File: src/design/prte_pkg.sv
package prte_pkg;

    localparam int ID_DIGITS    = 4;
    localparam int RADIX        = 4;
    localparam int CONTACT_BITS = 48;

    localparam int ID_W     = 8;
    localparam int DIG_W    = $clog2(RADIX);
    localparam int TSIZE    = ID_DIGITS * RADIX;
    localparam int IDX_W    = $clog2(TSIZE);
    localparam int PLEN_W   = $clog2(ID_DIGITS + 1);
    localparam int DPOS_W   = $clog2(ID_DIGITS);
    localparam int DEC_W    = 4 * ID_DIGITS;
    localparam int PLEN_OUT = 3;
    localparam int COL_OUT  = 2;

    localparam logic [1:0] OP_JOIN  = 2'd0;
    localparam logic [1:0] OP_ROUTE = 2'd1;
    localparam logic [1:0] OP_WRITE = 2'd2;
    localparam logic [1:0] OP_LEAF  = 2'd3;

    localparam logic [1:0] CFG_OWN_ID      = 2'd0;
    localparam logic [1:0] CFG_OWN_CONTACT = 2'd1;

    localparam int SLOT_L2 = 0;
    localparam int SLOT_L1 = 1;
    localparam int SLOT_U1 = 2;
    localparam int SLOT_U2 = 3;

    localparam logic [2:0] NEAR_LAST = 3'd4;

    typedef logic [ID_W-1:0]         t_id;
    typedef logic [CONTACT_BITS-1:0] t_contact;
    typedef logic [DIG_W-1:0]        t_digit;
    typedef t_digit [ID_DIGITS-1:0]  t_digits;
    typedef t_id [3:0]               t_leaf_ids;

    typedef struct packed {
        logic              wr;
        logic              full;
        logic [IDX_W-1:0]  idx;
        logic [PLEN_W-1:0] plen;
        t_digit            cand_dig;
        t_digit            own_dig;
    } t_offer;

    typedef struct packed {
        logic                found;
        t_id                 id;
        t_contact            contact;
        logic [PLEN_OUT-1:0] plen;
        logic [COL_OUT-1:0]  col;
        logic                last;
    } t_res;

    // digit i is the i-th most significant; bits beyond the space drop out
    function automatic t_digits id_digits(input t_id id);
        t_digits d;
        int      v;
        v = int'(id);
        for (int i = ID_DIGITS - 1; i >= 0; i--) begin
            d[i] = DIG_W'(v % RADIX);
            v    = v / RADIX;
        end
        return d;
    endfunction

    function automatic t_id norm_id(input t_id id);
        t_digits d;
        int      r;
        d = id_digits(id);
        r = 0;
        for (int i = 0; i < ID_DIGITS; i++) r = r * RADIX + int'(d[i]);
        return ID_W'(r);
    endfunction

    function automatic logic [PLEN_W-1:0] shared_prefix(input t_id a, input t_id b);
        t_digits da;
        t_digits db;
        logic    run;
        int      p;
        da  = id_digits(a);
        db  = id_digits(b);
        run = 1'b1;
        p   = 0;
        for (int i = 0; i < ID_DIGITS; i++) begin
            if (run && da[i] == db[i]) p = p + 1;
            else run = 1'b0;
        end
        return PLEN_W'(p);
    endfunction

    function automatic logic [DEC_W-1:0] decimal_reading(input t_id id);
        t_digits           d;
        logic [DEC_W-1:0]  r;
        d = id_digits(id);
        r = '0;
        for (int i = 0; i < ID_DIGITS; i++) r = DEC_W'(r * 10) + DEC_W'(d[i]);
        return r;
    endfunction

endpackage

File: src/design/prte_offer.sv
module prte_offer import prte_pkg::*; (
    input  t_id              i_cand,
    input  t_id              i_own,
    input  logic [3:0]       i_leaf_vld,
    input  t_leaf_ids        i_leaf_id,
    input  logic [TSIZE-1:0] i_tab_vld,
    output t_offer           o_offer
);

    t_digits           cand_d;
    t_digits           own_d;
    logic [PLEN_W-1:0] p;
    logic              full;
    logic [IDX_W-1:0]  idx;
    logic              in_range;

    always_comb begin
        cand_d = id_digits(i_cand);
        own_d  = id_digits(i_own);
        p      = shared_prefix(i_own, i_cand);
        full   = (int'(p) >= ID_DIGITS);
        idx    = full ? '0
                      : IDX_W'(int'(p) * RADIX + int'(cand_d[p[DPOS_W-1:0]]));

        if (i_cand > i_own) begin
            in_range = !i_leaf_vld[SLOT_U1] || !i_leaf_vld[SLOT_U2]
                       || (i_leaf_id[SLOT_U2] > i_cand);
        end else if (i_cand < i_own) begin
            in_range = !i_leaf_vld[SLOT_L1] || !i_leaf_vld[SLOT_L2]
                       || (i_leaf_id[SLOT_L2] < i_cand);
        end else begin
            in_range = 1'b0;
        end

        o_offer.wr       = !full && (!i_tab_vld[idx] || !in_range);
        o_offer.full     = full;
        o_offer.idx      = idx;
        o_offer.plen     = p;
        o_offer.cand_dig = full ? '0 : cand_d[p[DPOS_W-1:0]];
        o_offer.own_dig  = full ? '0 : own_d[p[DPOS_W-1:0]];
    end

endmodule

File: src/design/prte_nearest.sv
module prte_nearest import prte_pkg::*; (
    input  logic       i_clk,
    input  logic       i_rst_n,
    input  logic       i_start,
    input  t_id        i_key,
    input  logic       i_cand_vld,
    input  t_id        i_cand_id,
    output logic [2:0] o_sel,
    output logic       o_done,
    output logic       o_have,
    output logic [2:0] o_best
);

    logic             r_busy;
    logic [2:0]       r_i;
    logic             r_have;
    logic [DEC_W-1:0] r_best_d;
    logic [2:0]       r_best;
    logic             r_done;

    logic [DEC_W-1:0] kd;
    logic [DEC_W-1:0] cd;
    logic [DEC_W-1:0] diff;
    logic             take;

    // one candidate per cycle through the shared subtractor
    always_comb begin
        kd   = decimal_reading(i_key);
        cd   = decimal_reading(i_cand_id);
        diff = (cd > kd) ? cd - kd : kd - cd;
        take = r_busy && i_cand_vld && (!r_have || diff < r_best_d);
    end

    always_ff @(posedge i_clk) begin
        if (!i_rst_n) begin
            r_busy <= 1'b0;
            r_done <= 1'b0;
            r_i    <= '0;
            r_have <= 1'b0;
        end else begin
            r_done <= 1'b0;
            if (i_start) begin
                r_busy <= 1'b1;
                r_i    <= '0;
                r_have <= 1'b0;
            end else if (r_busy) begin
                if (take) r_have <= 1'b1;
                if (r_i == NEAR_LAST) begin
                    r_busy <= 1'b0;
                    r_done <= 1'b1;
                end else begin
                    r_i <= r_i + 3'd1;
                end
            end
        end
    end

    always_ff @(posedge i_clk) begin
        if (take) begin
            r_best_d <= diff;
            r_best   <= r_i;
        end
    end

    assign o_sel  = r_i;
    assign o_done = r_done;
    assign o_have = r_have;
    assign o_best = r_best;

endmodule

File: src/design/prefix_route_table_engine_core.sv
// Join: leaf update and table offer, then one row entry per cycle while the
// output is not stalled; four results, or one if the node ID is the own ID.
// Route: five candidates through one distance unit when the key falls in the
// leaf range. Table write: no result. One request at a time, set by the
// sequencer. Reset (synchronous, active low) clears all valid bits, the own
// ID and contact and the sequencer; the block is ready once reset is released.
module prefix_route_table_engine_core import prte_pkg::*; (
    input  logic                i_clk,
    input  logic                i_rst_n,
    input  logic                i_cfg_we,
    input  logic [1:0]          i_cfg_index,
    input  t_contact            i_cfg_data,
    input  logic                i_in_valid,
    output logic                o_in_stall,
    input  logic [1:0]          i_op,
    input  t_id                 i_node_id,
    input  t_contact            i_contact,
    input  logic [1:0]          i_row,
    input  logic [1:0]          i_column,
    output logic                o_out_valid,
    input  logic                i_out_stall,
    output logic                o_found,
    output t_id                 o_entry_id,
    output t_contact            o_entry_contact,
    output logic [PLEN_OUT-1:0] o_prefix_len,
    output logic [COL_OUT-1:0]  o_entry_column,
    output logic                o_last
);

    localparam logic [2:0] S_IDLE  = 3'd0;
    localparam logic [2:0] S_LEAF  = 3'd1;
    localparam logic [2:0] S_OFFER = 3'd2;
    localparam logic [2:0] S_ROUTE = 3'd3;
    localparam logic [2:0] S_NEAR  = 3'd4;
    localparam logic [2:0] S_PUT   = 3'd5;
    localparam logic [2:0] S_EMIT  = 3'd6;

    logic [2:0]        r_state;
    t_id               r_own_id;
    t_contact          r_own_ct;
    logic [TSIZE-1:0]  r_tab_vld;
    t_id               r_tab_id [TSIZE];
    t_contact          r_tab_ct [TSIZE];
    logic [3:0]        r_leaf_vld;
    t_leaf_ids         r_leaf_id;
    t_contact          r_leaf_ct [4];

    logic [1:0]        r_op;
    t_id               r_x;
    t_contact          r_c;
    logic              r_acc;
    logic [PLEN_W-1:0] r_plen;
    t_digit            r_dx;
    t_digit            r_dn;
    logic [DIG_W-1:0]  r_k;
    t_res              r_res;
    t_res              r_out;
    logic              r_ov;

    t_id               own;
    logic              accept;
    logic              out_free;

    logic [3:0]        n_leaf_vld;
    t_leaf_ids         n_leaf_id;
    t_contact          n_leaf_ct [4];
    logic              leaf_acc;
    logic              leaf_disp;
    logic [1:0]        nr;
    logic [1:0]        fr;
    logic              up;

    t_id               cand;
    t_contact          cand_ct;
    t_offer            offer;
    logic              tab_we;

    logic              near_start;
    logic [2:0]        near_sel;
    logic              near_done;
    logic              near_have;
    logic [2:0]        near_best;
    logic              near_vld;
    t_id               near_id;
    t_id               best_id;
    t_contact          best_ct;
    t_id               hi;
    t_id               lo;

    logic [IDX_W-1:0]  emit_idx;
    t_res              emit_res;
    t_res              route_res;

    assign own      = norm_id(r_own_id);
    assign accept   = i_in_valid && (r_state == S_IDLE);
    assign out_free = !r_ov || !i_out_stall;

    // leaf set decision for the held node
    function automatic logic better(input logic upper, input t_id a, input t_id x);
        return upper ? (a > x) : (a < x);
    endfunction

    always_comb begin
        n_leaf_vld = r_leaf_vld;
        n_leaf_id  = r_leaf_id;
        for (int s = 0; s < 4; s++) n_leaf_ct[s] = r_leaf_ct[s];
        leaf_acc  = 1'b1;
        leaf_disp = 1'b0;
        up        = (r_x > own);
        nr        = up ? 2'(SLOT_U1) : 2'(SLOT_L1);
        fr        = up ? 2'(SLOT_U2) : 2'(SLOT_L2);
        if (r_x != own) begin
            if (!r_leaf_vld[nr]) begin
                n_leaf_vld[nr] = 1'b1;
                n_leaf_id[nr]  = r_x;
                n_leaf_ct[nr]  = r_c;
            end else if (!r_leaf_vld[fr] || better(up, r_leaf_id[nr], r_x)) begin
                leaf_disp = r_leaf_vld[fr];
                n_leaf_vld[fr] = 1'b1;
                if (better(up, r_leaf_id[nr], r_x)) begin
                    n_leaf_id[fr] = r_leaf_id[nr];
                    n_leaf_ct[fr] = r_leaf_ct[nr];
                    n_leaf_id[nr] = r_x;
                    n_leaf_ct[nr] = r_c;
                end else begin
                    n_leaf_id[fr] = r_x;
                    n_leaf_ct[fr] = r_c;
                end
            end else if (better(up, r_leaf_id[fr], r_x)) begin
                leaf_disp     = 1'b1;
                n_leaf_id[fr] = r_x;
                n_leaf_ct[fr] = r_c;
            end else begin
                leaf_acc = 1'b0;
            end
        end
    end

    // the displaced far neighbour is offered first, the node itself after
    always_comb begin
        if (r_state == S_LEAF) begin
            cand    = r_leaf_id[fr];
            cand_ct = r_leaf_ct[fr];
        end else begin
            cand    = r_x;
            cand_ct = r_c;
        end
    end

    prte_offer u_offer (
        .i_cand     (cand),
        .i_own      (own),
        .i_leaf_vld (r_leaf_vld),
        .i_leaf_id  (r_leaf_id),
        .i_tab_vld  (r_tab_vld),
        .o_offer    (offer)
    );

    always_comb begin
        priority case (r_state)
            S_LEAF:  tab_we = leaf_disp && offer.wr;
            S_OFFER: tab_we = offer.wr && (r_op == OP_JOIN || r_acc);
            default: tab_we = 1'b0;
        endcase
    end

    // route bounds and candidate order: far lower, near lower, own, near upper, far upper
    always_comb begin
        hi = r_leaf_vld[SLOT_U2] ? r_leaf_id[SLOT_U2]
           : (r_leaf_vld[SLOT_U1] ? r_leaf_id[SLOT_U1] : own);
        lo = r_leaf_vld[SLOT_L2] ? r_leaf_id[SLOT_L2]
           : (r_leaf_vld[SLOT_L1] ? r_leaf_id[SLOT_L1] : own);
        unique case (near_sel)
            3'd0:    begin near_vld = r_leaf_vld[SLOT_L2]; near_id = r_leaf_id[SLOT_L2]; end
            3'd1:    begin near_vld = r_leaf_vld[SLOT_L1]; near_id = r_leaf_id[SLOT_L1]; end
            3'd2:    begin near_vld = 1'b1;                near_id = own;                end
            3'd3:    begin near_vld = r_leaf_vld[SLOT_U1]; near_id = r_leaf_id[SLOT_U1]; end
            default: begin near_vld = r_leaf_vld[SLOT_U2]; near_id = r_leaf_id[SLOT_U2]; end
        endcase
        unique case (near_best)
            3'd0:    begin best_id = r_leaf_id[SLOT_L2]; best_ct = r_leaf_ct[SLOT_L2]; end
            3'd1:    begin best_id = r_leaf_id[SLOT_L1]; best_ct = r_leaf_ct[SLOT_L1]; end
            3'd2:    begin best_id = own;                best_ct = r_own_ct;           end
            3'd3:    begin best_id = r_leaf_id[SLOT_U1]; best_ct = r_leaf_ct[SLOT_U1]; end
            default: begin best_id = r_leaf_id[SLOT_U2]; best_ct = r_leaf_ct[SLOT_U2]; end
        endcase
    end

    assign near_start = (r_state == S_ROUTE) && (r_x != own) && (r_x < hi) && (r_x > lo);

    prte_nearest u_near (
        .i_clk      (i_clk),
        .i_rst_n    (i_rst_n),
        .i_start    (near_start),
        .i_key      (r_x),
        .i_cand_vld (near_vld),
        .i_cand_id  (near_id),
        .o_sel      (near_sel),
        .o_done     (near_done),
        .o_have     (near_have),
        .o_best     (near_best)
    );

    always_comb begin
        emit_idx = IDX_W'(int'(r_plen) * RADIX + int'(r_k));
        emit_res.plen = PLEN_OUT'(r_plen);
        emit_res.col  = COL_OUT'(r_k);
        emit_res.last = (int'(r_k) == RADIX - 1);
        if (r_k == r_dx) begin
            emit_res.found   = 1'b0;
            emit_res.id      = '0;
            emit_res.contact = '0;
        end else if (r_k == r_dn) begin
            emit_res.found   = 1'b1;
            emit_res.id      = own;
            emit_res.contact = r_own_ct;
        end else begin
            emit_res.found   = r_tab_vld[emit_idx];
            emit_res.id      = r_tab_vld[emit_idx] ? r_tab_id[emit_idx] : '0;
            emit_res.contact = r_tab_vld[emit_idx] ? r_tab_ct[emit_idx] : '0;
        end

        route_res.plen    = '0;
        route_res.col     = '0;
        route_res.last    = 1'b1;
        route_res.found   = (r_x != own) && !offer.full && r_tab_vld[offer.idx];
        route_res.id      = route_res.found ? r_tab_id[offer.idx] : '0;
        route_res.contact = route_res.found ? r_tab_ct[offer.idx] : '0;
    end

    always_ff @(posedge i_clk) begin
        if (!i_rst_n) begin
            r_state    <= S_IDLE;
            r_own_id   <= '0;
            r_own_ct   <= '0;
            r_tab_vld  <= '0;
            r_leaf_vld <= '0;
            r_ov       <= 1'b0;
        end else begin
            if (i_cfg_we) begin
                unique case (i_cfg_index)
                    CFG_OWN_ID:      r_own_id <= i_cfg_data[ID_W-1:0];
                    CFG_OWN_CONTACT: r_own_ct <= i_cfg_data;
                    default: ;
                endcase
            end
            if ((r_state == S_PUT || r_state == S_EMIT) && out_free) r_ov <= 1'b1;
            else if (!i_out_stall) r_ov <= 1'b0;
            if (tab_we) r_tab_vld[offer.idx] <= 1'b1;
            if (accept && i_op == OP_WRITE && int'(i_row) < ID_DIGITS
                && int'(i_column) < RADIX) begin
                r_tab_vld[IDX_W'(int'(i_row) * RADIX + int'(i_column))] <= 1'b1;
            end

            unique case (r_state)
                S_IDLE: begin
                    if (accept) begin
                        priority case (i_op)
                            OP_ROUTE: r_state <= S_ROUTE;
                            OP_WRITE: r_state <= S_IDLE;
                            default:  r_state <= S_LEAF;
                        endcase
                    end
                end
                S_LEAF: begin
                    r_leaf_vld <= n_leaf_vld;
                    r_state    <= S_OFFER;
                end
                S_OFFER: begin
                    r_state <= (r_op == OP_JOIN && !offer.full) ? S_EMIT : S_PUT;
                end
                S_ROUTE: r_state <= near_start ? S_NEAR : S_PUT;
                S_NEAR:  if (near_done) r_state <= S_PUT;
                S_PUT: begin
                    if (out_free) r_state <= S_IDLE;
                end
                S_EMIT: begin
                    if (out_free && emit_res.last) r_state <= S_IDLE;
                end
                default: r_state <= S_IDLE;
            endcase
        end
    end

    // payload: request, leaf contents, table contents, results
    always_ff @(posedge i_clk) begin
        if (accept) begin
            r_op <= i_op;
            r_x  <= norm_id(i_node_id);
            r_c  <= i_contact;
            r_k  <= '0;
            if (i_op == OP_WRITE && int'(i_row) < ID_DIGITS && int'(i_column) < RADIX) begin
                r_tab_id[IDX_W'(int'(i_row) * RADIX + int'(i_column))] <= norm_id(i_node_id);
                r_tab_ct[IDX_W'(int'(i_row) * RADIX + int'(i_column))] <= i_contact;
            end
        end
        if (tab_we) begin
            r_tab_id[offer.idx] <= cand;
            r_tab_ct[offer.idx] <= cand_ct;
        end
        if (r_state == S_LEAF) begin
            r_leaf_id <= n_leaf_id;
            for (int s = 0; s < 4; s++) r_leaf_ct[s] <= n_leaf_ct[s];
            r_acc <= leaf_acc;
        end
        if (r_state == S_OFFER) begin
            r_plen <= offer.plen;
            r_dx   <= offer.cand_dig;
            r_dn   <= offer.own_dig;
            r_res.found   <= (r_op == OP_LEAF) && r_acc;
            r_res.id      <= '0;
            r_res.contact <= '0;
            r_res.plen    <= (r_op == OP_JOIN) ? PLEN_OUT'(offer.plen) : '0;
            r_res.col     <= '0;
            r_res.last    <= 1'b1;
        end
        if (r_state == S_ROUTE) r_res <= route_res;
        if (r_state == S_NEAR && near_done) begin
            r_res.found   <= near_have && (best_id != own);
            r_res.id      <= (near_have && best_id != own) ? best_id : '0;
            r_res.contact <= (near_have && best_id != own) ? best_ct : '0;
            r_res.plen    <= '0;
            r_res.col     <= '0;
            r_res.last    <= 1'b1;
        end
        if (r_state == S_PUT && out_free) r_out <= r_res;
        if (r_state == S_EMIT && out_free) begin
            r_out <= emit_res;
            r_k   <= r_k + DIG_W'(1);
        end
    end

    assign o_in_stall      = (r_state != S_IDLE);
    assign o_out_valid     = r_ov;
    assign o_found         = r_out.found;
    assign o_entry_id      = r_out.id;
    assign o_entry_contact = r_out.contact;
    assign o_prefix_len    = r_out.plen;
    assign o_entry_column  = r_out.col;
    assign o_last          = r_out.last;

`ifndef SYNTH
    a_empty_clean: assert property (@(posedge i_clk) disable iff (!i_rst_n)
        o_out_valid && !o_found |-> o_entry_id == '0 && o_entry_contact == '0)
        else $error("empty result carries an entry");

    a_near_done: assert property (@(posedge i_clk) disable iff (!i_rst_n)
        near_done |-> r_state == S_NEAR)
        else $error("distance search finished outside route");

    a_emit_row: assert property (@(posedge i_clk) disable iff (!i_rst_n)
        r_state == S_EMIT |-> int'(r_plen) < ID_DIGITS && r_op == OP_JOIN)
        else $error("row report without a table row");

    a_leaf_step: assert property (@(posedge i_clk) disable iff (!i_rst_n)
        r_state == S_LEAF |=> r_state == S_OFFER)
        else $error("leaf update not followed by table offer");
`endif

endmodule
File: config.mk
export PLATFORM = sky130hd
export DESIGN_NAME = prefix_route_table_engine_core
export DESIGN_NICKNAME = d
export VERILOG_FILES = /design/src/design/prte_pkg.sv /design/src/design/prte_offer.sv /design/src/design/prte_nearest.sv /design/src/design/prefix_route_table_engine_core.sv
export SDC_FILE = /design/constraint.sdc
export NUM_CORES = 2
export LEC_CHECK = 0
export ABC_AREA = 1
export BUFFER_PORTS_ARGS = -buffer_cell sky130_fd_sc_hd__buf_2
export CAP_MARGIN = 10
export CORE_ASPECT_RATIO = 0.9
export CORE_MARGIN = 2
export CORE_UTILIZATION = 40
export CTS_BUF_LIST = sky130_fd_sc_hd__clkbuf_16
export DETAILED_ROUTE_END_ITERATION = 10
export PLACE_DENSITY = 0.55
export SLEW_MARGIN = 20
export SYNTH_ARGS = -nofsm -noshare
export SYNTH_HDL_FRONTEND = slang
export SYNTH_SLANG_ARGS = --single-unit
File: constraint.sdc
create_clock -name i_clk -period 21.9 [get_ports i_clk]
set_input_delay 1.095 -clock i_clk [delete_from_list [all_inputs] [get_ports i_clk]]
set_output_delay 1.095 -clock i_clk [all_outputs]
set_load 0.005 [all_outputs]
# Yosys cells after proc, flatten, opt, wreduce, memory -nomap -nowiden
# Memory sizes are Yosys's and may differ from the RTL's.
# Cells that the tools add are included.
[word_totals] register_bits=328 elab_cells=336 ramBits=1088 mem_count=3 out_inout_bits=65 input_bits=117
[mem_list] memory="r_tab_ct" depth=16 word_bits=48 rd=2 rd_clocked_by_memory_dff=0 write_ports=1 line_no="prefix_route_table_engine_core.sv:43" text="t_contact r_tab_ct [TSIZE];"
[mem_list] memory="r_leaf_ct" depth=4 word_bits=48 rd=6 rd_clocked_by_memory_dff=0 write_ports=4 line_no="prefix_route_table_engine_core.sv:46" text="t_contact r_leaf_ct [4];"
[mem_list] memory="r_tab_id" depth=16 word_bits=8 rd=2 rd_clocked_by_memory_dff=0 write_ports=1 line_no="prefix_route_table_engine_core.sv:42" text="t_id r_tab_id [TSIZE];"
[classes] multipliers=6 n_eq_ne=33 bitwise=11 mux=127 add_sub_neg=22 n_reduce_logical=72 magnitude_cmp=28
[op_table] cell="two-way mux 192 bit" count=5
[op_table] cell="bitwise mux 192 bit" count=4
[op_table] cell="two-way mux 48 bit" count=7
[op_table] cell="two-way mux 63 bit" count=5
[op_table] cell="demux 48 bit (select 2 bit)" count=2
[op_table] cell="one-hot mux 48 bit (4 select lines)" count=1
[op_table] cell="bitwise mux 32 bit" count=4
[op_table] cell="two-way mux 32 bit" count=4
[op_table] cell="two-way mux 57 bit" count=2
[op_table] cell="two-way mux 8 bit" count=13
[op_table] cell="adder 16 x 2 -> 16 bit" count=6
[op_table] cell="multiplier 16 x 3 -> 15 bit, second input constant" count=4
[op_table] cell="two-way mux 16 bit" count=4
[op_table] cell="one-hot mux 8 bit (4 select lines)" count=2
[op_table] cell="> comparator 8 bit" count=6
[op_table] cell="OR reduction 48 bit" count=1
[op_table] cell="< comparator 8 bit" count=5
[op_table] cell="two-way mux 1 bit" count=36
[op_table] cell="binary-select mux 8 bit (select 2 bit)" count=2
[op_table] cell="demux 8 bit (select 2 bit)" count=2
[op_table] cell="bitwise OR 16 bit" count=2
[op_table] cell="subtractor 16 bit" count=2
[op_table] cell="logical AND 1 bit" count=29
[op_table] cell="two-way mux 3 bit" count=7
[op_table] cell="54 further kinds" count=144

# Logic depth before layout (Yosys ltp)
[logic_depth] depth_word=31 mapped_depth=59 mapped_depth_nobuf=58

# Cells and area by module
# A second synthesis with hierarchy kept.
[unflattened] cells_unflattened=7735 hier_area_um2=74385.1
[modules_own_cells] module="prefix_route_table_engine_core" n_inst=1 seq_area_each_um2=40939.3 cells_each=6676 area_each_um2=67706.2
[modules_own_cells] module="prte_nearest" n_inst=1 seq_area_each_um2=690.7 cells_each=889 area_each_um2=5624.1
[modules_own_cells] module="prte_offer" n_inst=1 seq_area_each_um2=0.0 cells_each=170 area_each_um2=1054.8

# Worst setup path before layout
# Ideal clock, no wire load.
[synth_timing] kind="register -> register" startpoint="register u_near.r_i[0] (netlist: u_near.o_sel[0])" endpoint="register u_near.r_best[0] (netlist: u_near.o_best[0]), enable pin" setup_time_ns=0.427 path_buffers=2 t_arrival_ns=10.309 required_ns=21.473 setup_slack_ns=11.163 path_stages_with_launch=53 synth_period_minus_slack_ns=10.737 path_cell_list="dfxtp_1 > inv_1 > ha_1 > inv_1 > nor2_1 > nor2_1 > nand3_1 > clkbuf_1 > inv_1 > nand2_1 > nand2_1 > ha_1 > ha_1 > inv_1 > xor2_1 > ha_1 > ha_1 > fa_1 > (+17 left out) > nor3_1 > nor3_1 > nand3_1 > nand2_1 > clkbuf_1 > mux2i_1 > xor2_1 > inv_1 > ha_1 > a21oi_1 > o21ai_0 > nand4_1 > o211ai_1 > a21oi_1 > nor2_1 > a211oi_1 > o221ai_1 > a211oi_1"
[synth_between] elab_chain_cells=13 word_cells_on_any_way=20 cone_classes="5 x add/sub; 3 x mul; 2 x order compare; 3 x eq/ne; 3 x mux; 4 x reduce/logical"
[synth_rtl] item="from (decl)" line_no="prte_nearest.sv:15" text="logic [2:0] r_i;"
[synth_rtl] item="from (signal assigned)" line_no="prte_nearest.sv:52" text="r_i <= r_i + 3'd1;"
[synth_rtl] item="equality test 3 x 2 -> 1 bit (tied with other cells)" line_no="prefix_route_table_engine_core.sv:173" text="unique case (near_sel)"
[synth_rtl] item="one-hot mux 8 bit (4 select lines) (*)" line_no="prefix_route_table_engine_core.sv:173"
[synth_rtl] item="multiplier 2 x 3 -> 5 bit" line_no="prte_pkg.sv:98" text="for (int i = 0; i < ID_DIGITS; i++) r = DEC_W'(r * 10) + DEC_W'(d[i]);"
[synth_rtl] item="adder 16 x 2 -> 16 bit" line_no="prte_pkg.sv:98"
[synth_rtl] item="multiplier 16 x 3 -> 15 bit" line_no="prte_pkg.sv:98"
[synth_rtl] item="adder 16 x 2 -> 16 bit" line_no="prte_pkg.sv:98"
[synth_rtl] item="multiplier 16 x 3 -> 15 bit" line_no="prte_pkg.sv:98"
[synth_rtl] item="adder 16 x 2 -> 16 bit (*)" line_no="prte_pkg.sv:98"
[synth_rtl] item="subtractor 16 bit or > comparator 16 bit (tied branches)" line_no="prte_nearest.sv:30" text="diff = (cd > kd) ? cd - kd : kd - cd;"
[synth_rtl] item="two-way mux 16 bit (*)" line_no="prte_nearest.sv:30"
[synth_rtl] item="net u_near.diff[3]" line_no="prte_nearest.sv:23" text="logic [DEC_W-1:0] diff;"
[synth_rtl] item="< comparator 16 bit (*)" line_no="prte_nearest.sv:31" text="take = r_busy && i_cand_vld && (!r_have || diff < r_best_d);"
[synth_rtl] item="logical OR 1 bit (*)" line_no="prte_nearest.sv:31"
[synth_rtl] item="logical AND 1 bit (*)" line_no="prte_nearest.sv:31"
[synth_rtl] item="net u_near.take" line_no="prte_nearest.sv:24" text="logic take;"
[synth_rtl] item="to (signal assigned)" line_no="prte_nearest.sv:61" text="r_best <= r_i;"
[synth_rtl] item="to (decl)" line_no="prte_nearest.sv:18" text="logic [2:0] r_best;"
# The timed path passes the listed nets; every way through them passes the cells marked *.
# A chain may end at the register's enable or synchronous reset.

# Worst setup path in the final report
[layout_timing] startpoint="register u_near.r_i[0] (netlist: u_near.o_sel[0])" endpoint="register u_near.r_best[1] (netlist: u_near.o_best[1]), enable pin"
# The elaborated chain is that of the path after synthesis.

==> parameters.txt <==
Parameter                              Value

Status
  Run status    completed

Logic synthesis
  Cells after Synth    8,020
  Most frequently used flop master after synthesis    edfxtp_1
  Synthesized flop and latch total    1,416
  Synth async-reset ratio    0
  Average footprint of a synthesized cell    9.28 um^2
  Unique masters post-synth    61
  Post-synth EDFFs    1,327
  Mapped Area    74,400 um^2
  Sequential share of the synthesized area    0.560
  Number of warning messages in the yosys log    0

Worst setup path
  Critical path launch point    u_near.o_sel[0]$_SDFFE_PP0P_
  Endpoint kind of the worst setup timing path    flop
  Critical Setup Path Class    flop to flop
  Startpoint of the most critical register-to-register path    u_near.o_sel[0]$_SDFFE_PP0P_
  Kind of launch point of the worst setup path    flop
  Largest fanout on the critical path    19
  Req. time, crit path    22,370 ps
  Critical path's most frequent cell    inv_1
  Endpoint of the worst setup timing path    u_near.o_best[1]$_DFFE_PP_
  Slack of the worst reg-to-reg path    9960 ps
  Delay-heaviest family, CP    adder cells
  Cell depth of the worst setup path    52
  Slowest Stage Delay on Critical Path    710 ps
  Data arrival time of the worst path    12,420 ps
  Critical-path cell with the highest stage delay    o21ai_0
  Count of cells along the worst register-to-register path    52
  Buffers & Inverters on Critical Path    11
  Capture instance of the worst register-to-register path    u_near.o_best[1]$_DFFE_PP_

Clock tree
  Clk root buf    clkbuf_16
  Clock latency at the later pin of the worst-skew pair    810 ps
  H-Tree Level Count    4
  Setup bufs post-CTS    0
  Worst-case clock buffer depth    3
  Post-CTS resize count    0
  TritonCTS buffer count    154
  Post-CTS clock slew at the launch and capture registers of the worst setup and hold paths    60 ps
  Hold bufs inserted after CTS    0
  TritonCTS clock tree    built
  Sink Count    1,416

Timing
  Number of pins exceeding their max-slew limit in the final report    0
  Final Critical Period    11,940 ps
  Period utilisation layout    0.545
  Slew @ Worst Pin    1240 ps
  Setup tns final    0 ps
  Endpoints failing setup    0
  Worst slew slack as a fraction of its limit    0.174
  Final Hold Slack    473 ps
  Minimum setup slack in the final design    9960 ps
  Achievable frequency    83.7 MHz
  Hold violation count in the final report    0
  RSZ-0062 raised after global routing    false
  Worst Clk Skew    43.6 ps

Placement
  Post-Place Worst Slack    10,040 ps
  Post-DP HPWL    171 mm
  Routability congestion estimate    0.948
  Number of buffers added on ports    181
  Total placed instance area    77,900 um^2

Route
  Residual DRC count    0
  Routed wire length per instance    27.5 um
  Final wirelength    290 mm
  DRT Pass-1 Iters    7
  Vias after detailed routing    63,200
  DR iter-0 viols    8,268
  Via-to-Cell Ratio    5.99
  Number of nets with antenna violations after routing    0

Final layout
  Growth of design area from synthesis to finish    11.5%
  Post-Route Utilization    0.448
  Fin area    82,900 um^2
  Net count reported at finish    8,298
  Share of layout cells above drive strength 1    0.0889

Floorplanning
  Boundary Pins    182
  Die extent in y    413 um
  Horiz. Die Dim    459 um
  Row cnt    150
  Effective utilization at floorplan    0.402
  Floorplan Core Area    185,000 um^2
  Die outline area    189,000 um^2

Global route
  Overflow left after global routing    0
  Global-route wire length before repair    412 mm
  Total track usage    0.298
  Vias in the first global route    59,200
  Largest net degree at the start of global routing    155
  Antenna violations before repair    13

Flow run
  Number of max-cap violations    0

Min path
  Worst min-delay path class    primary input to flop

Power
  Pwr dens    178 nW/um^2
  Leakage Power    31.0 nW
  Max IR drop VDD    0.270 mV
-- Yosys cell counts (all sizes together) (52+ instances only) --
cell	number	area, um^2
nand3	271	1380
edfxtp	1327	39800
dfxtp	89	1780
nand2	1121	4250
nor2	636	2450
ha	179	2240
o21ai	1726	8660
o211ai	81	608
a31oi	78	488
o22ai	124	776
clkbuf	392	1470
a22o	53	464
xor2	52	455
a21oi	513	2570
inv	863	3240
buf	139	703
or2	53	332
a32oi	53	464
-- power by group --
part	switching [W]	internal, W
Sequential	0.000149	0.00347
Clock	0.00115	0.00148
Combinational	0.00605	0.00251
Total	0.00735	0.00745
-- registers in the layout, summed over array words and instances (netlist names), 3 cells and up --
register and flops:
o_prefix_len 3, r_c 48, o_entry_contact 48, o_entry_id 8, r_res 60, u_near.o_best 3, u_near.r_best_d 16, r_plen 3
r_leaf_vld 4, r_leaf_ct 192, r_tab_vld 16, r_own_id 8, r_own_ct 48, r_tab_id 128, r_tab_ct 768, r_state 3
r_leaf_id 32, u_near.o_sel 3, r_x 8
-- how the worst min path moves through the flow --
stage,start,endpoint,slack (ps),cells past startpoint
floorplan,r_own_ct[11]$_SDFFE_PN0P_,r_own_ct[11]$_SDFFE_PN0P_,440,2
detailed placement,r_tab_vld[8]$_SDFF_PN0_,r_tab_vld[8]$_SDFF_PN0_,470,2
finish,i_contact[43],r_c[43]$_DFFE_PP_,470,1
global placement,r_own_ct[11]$_SDFFE_PN0P_,r_own_ct[11]$_SDFFE_PN0P_,460,2
CTS,i_contact[15],r_c[15]$_DFFE_PP_,430,1
global route,i_contact[43],r_c[43]$_DFFE_PP_,450,1
-- layout by cell type, fill, tap and decap left out, drive strengths merged, types with 74 or more instances in the layout --
master  instances
inv           895
nand2        1121
ha            179
a31oi          78
o211ai         81
clkbuf        160
clkinv         74
buf           349
edfxtp       1327
o22ai         124
dfxtp          89
o21ai        1726
nor2          636
a21oi         513
nand3         271
-- metrics by stage --
step / total power (W) / instances
detailed placement: 0.0121 / 10300
global route: 0.0158 / 10600
global placement: 0.0121 / 10300
finish: 0.0148 / 10600
CTS: 0.0147 / 10600
floorplan: 0.00939 / 8022
-- layout make-up --
cell class / count / area (um^2)
antenna: 5 / 12.5
clock buffer: 160 / 4000
clock inverter: 122 / 990
fill: 17500 / 102000
inverter: 865 / 3270
multi-input combinational: 5210 / 27800
sequential: 1416 / 41600
tap: 2432 / 3040
timing repair buffer: 349 / 2230
-- cell families after synthesis --
group / Yosys count / synth area share
fa+ha+maj: 185 / 0.0317
mux: 8 / 0.00108
compound gates: 2793 / 0.208
flops: 1416 / 0.560
other cells: 2 / 0.000101
xor+xnor: 69 / 0.00812
buf+inv: 1396 / 0.0729
simple gates: 2151 / 0.119
-- routing by layer --
| metal | track usage | vias to the layer above | part of all wire |
|---|---|---|---|
| li1 | - | 28300 | - |
| met1 | 0.394 | 30800 | 0.40 |
| met2 | 0.477 | 3555 | 0.46 |
| met3 | 0.0397 | 654 | 0.087 |
| met4 | 0.160 | 10 | 0.059 |
| met5 | 0 | - | 0.00021 |
(Power assumes the default switching activity.)
